### config.mk
export PLATFORM = sky130hd
export DESIGN_NAME = wtg_div
export DESIGN_NICKNAME = d
export VERILOG_FILES = /design/src/hw/rtl/wtg_pkg.sv /design/src/hw/rtl/wtg_div.sv
export SDC_FILE = /design/constraint.sdc
export NUM_CORES = 2
export LEC_CHECK = 0
export BUFFER_PORTS_ARGS = -buffer_cell sky130_fd_sc_hd__buf_2
export CORE_MARGIN = 5
export CORE_UTILIZATION = 55
export DETAILED_ROUTE_END_ITERATION = 6
export PLACE_DENSITY = 0.83
export SLEW_MARGIN = 25
export SYNTH_ARGS = -nofsm -noshare
export SYNTH_HDL_FRONTEND = slang
export SYNTH_SLANG_ARGS = --single-unit
### constraint.sdc
create_clock -name clk_i -period 3.2 [get_ports clk_i]
set_clock_uncertainty 0.2 [all_clocks]
set_input_delay 0.16 -clock clk_i [delete_from_list [all_inputs] [get_ports clk_i]]
set_output_delay 0.16 -clock clk_i [all_outputs]
set_load 0.01 [all_outputs]
### src/hw/rtl/wtg_pkg.sv
// Shared constants, types and helper functions of the waveform table generator.
`timescale 1ns / 1ps

package wtg_pkg;

  // Waveform selector codes
  localparam logic [1:0] WF_SINE   = 2'd0;
  localparam logic [1:0] WF_SQUARE = 2'd1;
  localparam logic [1:0] WF_TRI    = 2'd2;

  // Register indexes of the configuration port
  localparam logic [1:0] CFG_WAVEFORM  = 2'd0;
  localparam logic [1:0] CFG_PERIOD    = 2'd1;
  localparam logic [1:0] CFG_AMPLITUDE = 2'd2;
  localparam logic [1:0] CFG_SIGNED    = 2'd3;

  localparam int unsigned MAX_PERIOD = 4096;
  localparam int unsigned RST_PERIOD = 256;
  localparam int unsigned RST_AMP    = 16384;
  localparam int unsigned RST_TIP    = (2 * RST_PERIOD + 5) / 10;

  // pi/2 in Q30
  localparam logic [30:0] HALF_PI_Q30 = 31'd1686629713;

  // Divider geometry: 44-bit dividend, 14-bit divisor, 31 quotient bits
  localparam int unsigned NUM_W     = 44;
  localparam int unsigned DEN_W     = 14;
  localparam int unsigned DIV_STEPS = 31;

  // Pipeline map
  localparam int unsigned NUM_TERMS  = 6;
  localparam int unsigned STG_IDX    = 0;
  localparam int unsigned STG_QUAD   = 1;
  localparam int unsigned STG_NUM    = 2;
  localparam int unsigned STG_DIV0   = 3;
  localparam int unsigned STG_X2     = STG_DIV0 + DIV_STEPS;
  localparam int unsigned STG_TERM0  = STG_X2 + 1;
  localparam int unsigned STG_MAG    = STG_TERM0 + 3 * NUM_TERMS;
  localparam int unsigned STG_OUT    = STG_MAG + 1;
  localparam int unsigned NUM_STAGES = STG_OUT + 1;

  // Per-item side data that rides along the pipeline
  typedef struct packed {
    logic        oor;
    logic        neg;
    logic        sq_hi;
    logic [16:0] tri_q;
  } wtg_side_t;

  // Divisor (2k)(2k+1) of Taylor term k = idx+1
  function automatic logic [7:0] term_div(input logic [2:0] idx);
    logic [7:0] d;
    case (idx)
      3'd0:    d = 8'd6;
      3'd1:    d = 8'd20;
      3'd2:    d = 8'd42;
      3'd3:    d = 8'd72;
      3'd4:    d = 8'd110;
      3'd5:    d = 8'd156;
      default: d = 8'd6;
    endcase
    return d;
  endfunction

  // floor(2^32 / divisor), never overshoots the true quotient
  function automatic logic [29:0] term_recip(input logic [2:0] idx);
    logic [29:0] m;
    case (idx)
      3'd0:    m = 30'd715827882;
      3'd1:    m = 30'd214748364;
      3'd2:    m = 30'd102261126;
      3'd3:    m = 30'd59652323;
      3'd4:    m = 30'd39045157;
      3'd5:    m = 30'd27531841;
      default: m = 30'd715827882;
    endcase
    return m;
  endfunction

endpackage

### src/hw/rtl/wtg_div.sv
// Pipelined restoring divider, one quotient bit per stage.
`timescale 1ns / 1ps

module wtg_div import wtg_pkg::*; (
  input  logic                 clk_i,
  input  logic                 en_i,
  input  logic [NUM_W-1:0]     num_i,
  input  logic [DEN_W-1:0]     den_i,
  output logic [DIV_STEPS-1:0] quo_o
);

  logic [DEN_W-1:0]     rem_q [DIV_STEPS];
  logic [DEN_W-1:0]     den_q [DIV_STEPS];
  logic [DIV_STEPS-1:0] nlo_q [DIV_STEPS];
  logic [DIV_STEPS-1:0] quo_q [DIV_STEPS];

  logic [DEN_W-1:0]     rem_d [DIV_STEPS];
  logic [DEN_W-1:0]     den_d [DIV_STEPS];
  logic [DIV_STEPS-1:0] nlo_d [DIV_STEPS];
  logic [DIV_STEPS-1:0] quo_d [DIV_STEPS];

  always_comb begin
    for (int j = 0; j < DIV_STEPS; j++) begin
      logic [DEN_W-1:0]     rem_in;
      logic [DEN_W-1:0]     den_in;
      logic [DIV_STEPS-1:0] nlo_in;
      logic [DIV_STEPS-1:0] quo_in;
      logic [DEN_W:0]       trial;
      logic                 ge;
      if (j == 0) begin
        rem_in = DEN_W'(num_i[NUM_W-1:DIV_STEPS]);
        den_in = den_i;
        nlo_in = num_i[DIV_STEPS-1:0];
        quo_in = '0;
      end else begin
        rem_in = rem_q[j-1];
        den_in = den_q[j-1];
        nlo_in = nlo_q[j-1];
        quo_in = quo_q[j-1];
      end
      // bring down the next dividend bit, subtract when it fits
      trial    = {rem_in, nlo_in[DIV_STEPS-1]};
      ge       = trial >= {1'b0, den_in};
      rem_d[j] = ge ? DEN_W'(trial - {1'b0, den_in}) : DEN_W'(trial);
      den_d[j] = den_in;
      nlo_d[j] = {nlo_in[DIV_STEPS-2:0], 1'b0};
      quo_d[j] = {quo_in[DIV_STEPS-2:0], ge};
    end
  end

  always_ff @(posedge clk_i) begin
    if (en_i) begin
      rem_q <= rem_d;
      den_q <= den_d;
      nlo_q <= nlo_d;
      quo_q <= quo_d;
    end
  end

  assign quo_o = quo_q[DIV_STEPS-1];

endmodule

==> flow_summary_export.csv <==
group,metric,value,unit
timing,timing.final.crit_period,3.14,ns
route,drc,0,
timing,setup_viol,0,
synth,async_flop_share,0,
cts,path_clk_slew,0.06,ns
floorplanning,core,147000,µm²
power_and_ir_drop,power_leakage,36.1,nW
route,routed_wl,144000,µm
synth,yosysMostFrequentCell,"edfxtp_1",
route,post_drt_wl_per_cell,17.4,µm
route,met2_length,71700,µm
setup_path,critPathMaxFanout,7,
synth,ys_types,84,
setup_path,crit_path_end_kind,"flop",
cts,cts_tree,"done",
synth,netlist.area_leader.share,0.666,
power_and_ir_drop,p_sw,0.0274,W
route,initialDrtViolationCount,2917,
cts,clk_latency,0.81,ns
synth,synthAdderAreaFrac,0.0787,
worst_hold_path,hold_depth,4,
power_and_ir_drop,cellPowerDensity,923,nW/µm²
route,ant_nets,0,
synth,yosys.area_share.simple,0.0599,
route,wl_met1,61300,µm
synth,synth_top_family_by_area,"compound AO/OA/AOI/OAI gates",
cts,numCtsBuffers,184,
layout,antenna_cells,0,
layout,drive_gt1_frac,0.149,
synth,synth_xor_xnor_area_share,0.0251,
grt,antenna_found_initial,1,
setup_path,start_kind,"flop",
synth,avgSynthCellArea,14.3,µm²
route,drt_pre_antenna_iters,5,
cts,clk_path_buf_depth,3,
layout,layout.nets,6743,
cts,cts.sinks,1801,
synth,syn_nets,6220,
cts,clockRootBuffer,"clkbuf_16",
layout,fill_cells,10300,
power_and_ir_drop,p_int,0.0588,W
synth,muxShareOfSynthArea,0.0416,
timing,fmax,319,MHz
timing,final_max_slew_viol_count,0,
timing,tns,0,ns
power_and_ir_drop,pwr-share-clk,0.247,
synth,synth_compound_area_frac,0.0972,
setup_path,crit_arrival,3.49,ns
grt,grt_pass1_vias,46400,
grt,globalRoute.totalOverflow,0,
outcome,outcome,"finished, final reports clean",
synth,yosysTopAreaCell,"edfxtp_1",
route,dr_total_vias,46900,
floorplanning,die_x,394,µm
placement,dp_hpwl,97100,µm
worst_hold_path,hold_path_class,"in2reg",
floorplanning,start_util,0.551,
route,routed-wl-met3,6240,µm
grt,grt_max_degree,98,
layout,syn_to_final_growth,15.1,%
floorplanning,rows,141,
timing,finalHoldViolations,0,
synth,synth_commonest_cells,"edfxtp_1, inv_1, ha_1, nor2_1, a21oi_1",
timing,worstMarginPinSlew,0.835,ns
power_and_ir_drop,seqPwrFrac,0.397,
grt,grt_pass1_wl,233000,µm
placement,dp_slack,-0.00549,ns
route,top_signal_layer_used,"met4",
timing,slew_headroom,0.443,
setup_path,r2r_cells,10,
timing,setup_ws,0.0608,ns
setup_path,critPathRequiredTime,3.55,ns
setup_path,path_class,"reg2reg",
floorplanning,die_y,394,µm
synth,yosysSeqAreaShare,0.666,
grt,track_usage,0.181,
synth,synth_edf_count,1801,
power_and_ir_drop,comb_power_share,0.356,
power_and_ir_drop,peakVddDrop,0.554,mV
floorplanning,die_area,155000,µm²
timing,min_period_over_period,0.981,
power_and_ir_drop,switching_share,0.318,
synth,ys_warn_count,0,
synth,ys.flop_type,"edfxtp_1",
job,drv_cap,0,
cts,cts_max_level,4,
synth,syn_area,81200,µm²
synth,synth_area_leaders,"edfxtp_1, ha_1, mux2_2, inv_1, a21oi_1",
synth,ys_seq_elements,1801,
placement,portBuffers,90,
route,vias_per_cell,5.66,
placement,gp_congestion,0.915,
floorplanning,num_io_pins,91,
synth,syn_inst,5667,
==> state kept, by name, summed over array words and instances (netlist names) <==
name   flops
quo_o     31
den_d    420
rem_q    420
quo_d    465
nlo_d    435
nlo_q     30
==> worst max-delay path: stages (launching register included) <==
cell       delay, ns
edfxtp_1        0.42
ha_1            0.33
nor2b_1         0.15
o31a_1          0.27
o31a_1          0.31
o31ai_2         0.24
a21oi_2         0.11
nor4_4          0.20
buf_4           0.18
clkbuf_16       0.15
mux2_2          0.33
==> per-stage QoR <==
stage	hold WS, ns	cells	power [W]	instance area [µm²]	utilization
final	0.139	8276	0.0863	93500	0.635
after global routing	0.115	8276	0.0912	93500	0.635
after CTS	0.0558	8253	0.0859	93100	0.632
after detailed placement	0.139	7790	0.0638	85700	0.582
after global placement	0.139	7790	0.0627	85700	0.582
after floorplan	0.0589	5667	0.0559	81200	-
==> worst paths after layout <==
check / from / to / slack [ns]
worst min register to register: nlo_d[340]$_DFFE_PP_ / nlo_q[340]$_DFFE_PP_ / 0.19
worst min-delay path: num_i[43] / rem_q[433]$_DFFE_PP_ / 0.14
worst max-delay path: rem_q[56]$_DFFE_PP_ / rem_q[43]$_DFFE_PP_ / 0.06
worst max register to register: rem_q[56]$_DFFE_PP_ / rem_q[43]$_DFFE_PP_ / 0.06
==> power by group through the flow <==
stage | Combinational (W) | Clock (W) | Sequential [W]
floorplan | 0.0222 | 0 | 0.0336
global placement | 0.0281 | 0 | 0.0346
detailed placement | 0.0292 | 0 | 0.0346
CTS | 0.0297 | 0.0219 | 0.0342
global route | 0.0337 | 0.0230 | 0.0346
finish | 0.0307 | 0.0213 | 0.0343
==> area by class of cell <==
cell class / count / area (µm²) / share of cell area
multi-input combinational: 3205 / 24800 / 0.265
inverter: 582 / 2180 / 0.0234
timing repair buffer: 416 / 3870 / 0.0414
sequential: 1801 / 54100 / 0.578
tap: 1930 / 2410 / 0.0258
clock buffer: 204 / 4720 / 0.0505
clock inverter: 138 / 1420 / 0.0152
==> timing repair <==
item	in CTS	in global routing
setup endpoints to repair	2	154
endpoints found under the hold margin	518	0
buffers inserted	0	20
hold buffers	121	0
gates cloned	0	3
gates resized for setup	1	49
pin swaps	0	15
==> cell families after synthesis <==
group                      count (synthesis)
adders and majority gates                493
muxes                                    302
DFF                                     1801
xor gates and xnor gates                 233
AOI/OAI and AO/OA                       1196
and+or+nand+nor                          981
buffers and inverters                    661
==> cell usage in the layout, fill, tap and decap left out, drive strengths merged, types with 46 or more instances in the layout <==
| cell type | Yosys | final |
|---|---|---|
| a211oi | 72 | 72 |
| a21o | 116 | 116 |
| a21oi | 327 | 327 |
| buf | 33 | 293 |
| clkbuf | 46 | 206 |
| clkinv | 0 | 98 |
| dlygate4sd3 | 0 | 121 |
| edfxtp | 1801 | 1801 |
| ha | 463 | 463 |
| inv | 582 | 590 |
| mux2 | 263 | 263 |
| nand2 | 194 | 194 |
| nand2b | 46 | 46 |
| nand4 | 72 | 72 |
| nor2 | 342 | 342 |
| nor2b | 51 | 51 |
| nor3 | 61 | 61 |
| o21a | 64 | 64 |
| o21ai | 259 | 259 |
| o31a | 46 | 46 |
| xnor2 | 131 | 131 |
| xor2 | 102 | 102 |
==> layer usage <==
metal / global-route usage / up-vias
met1: 0.232 / 22800
met3: 0.0302 / 397
li1: - / 22500
met5: 0 / -
met4: 0.0670 / 0
met2: 0.313 / 1233
(Power assumes the default switching activity.)
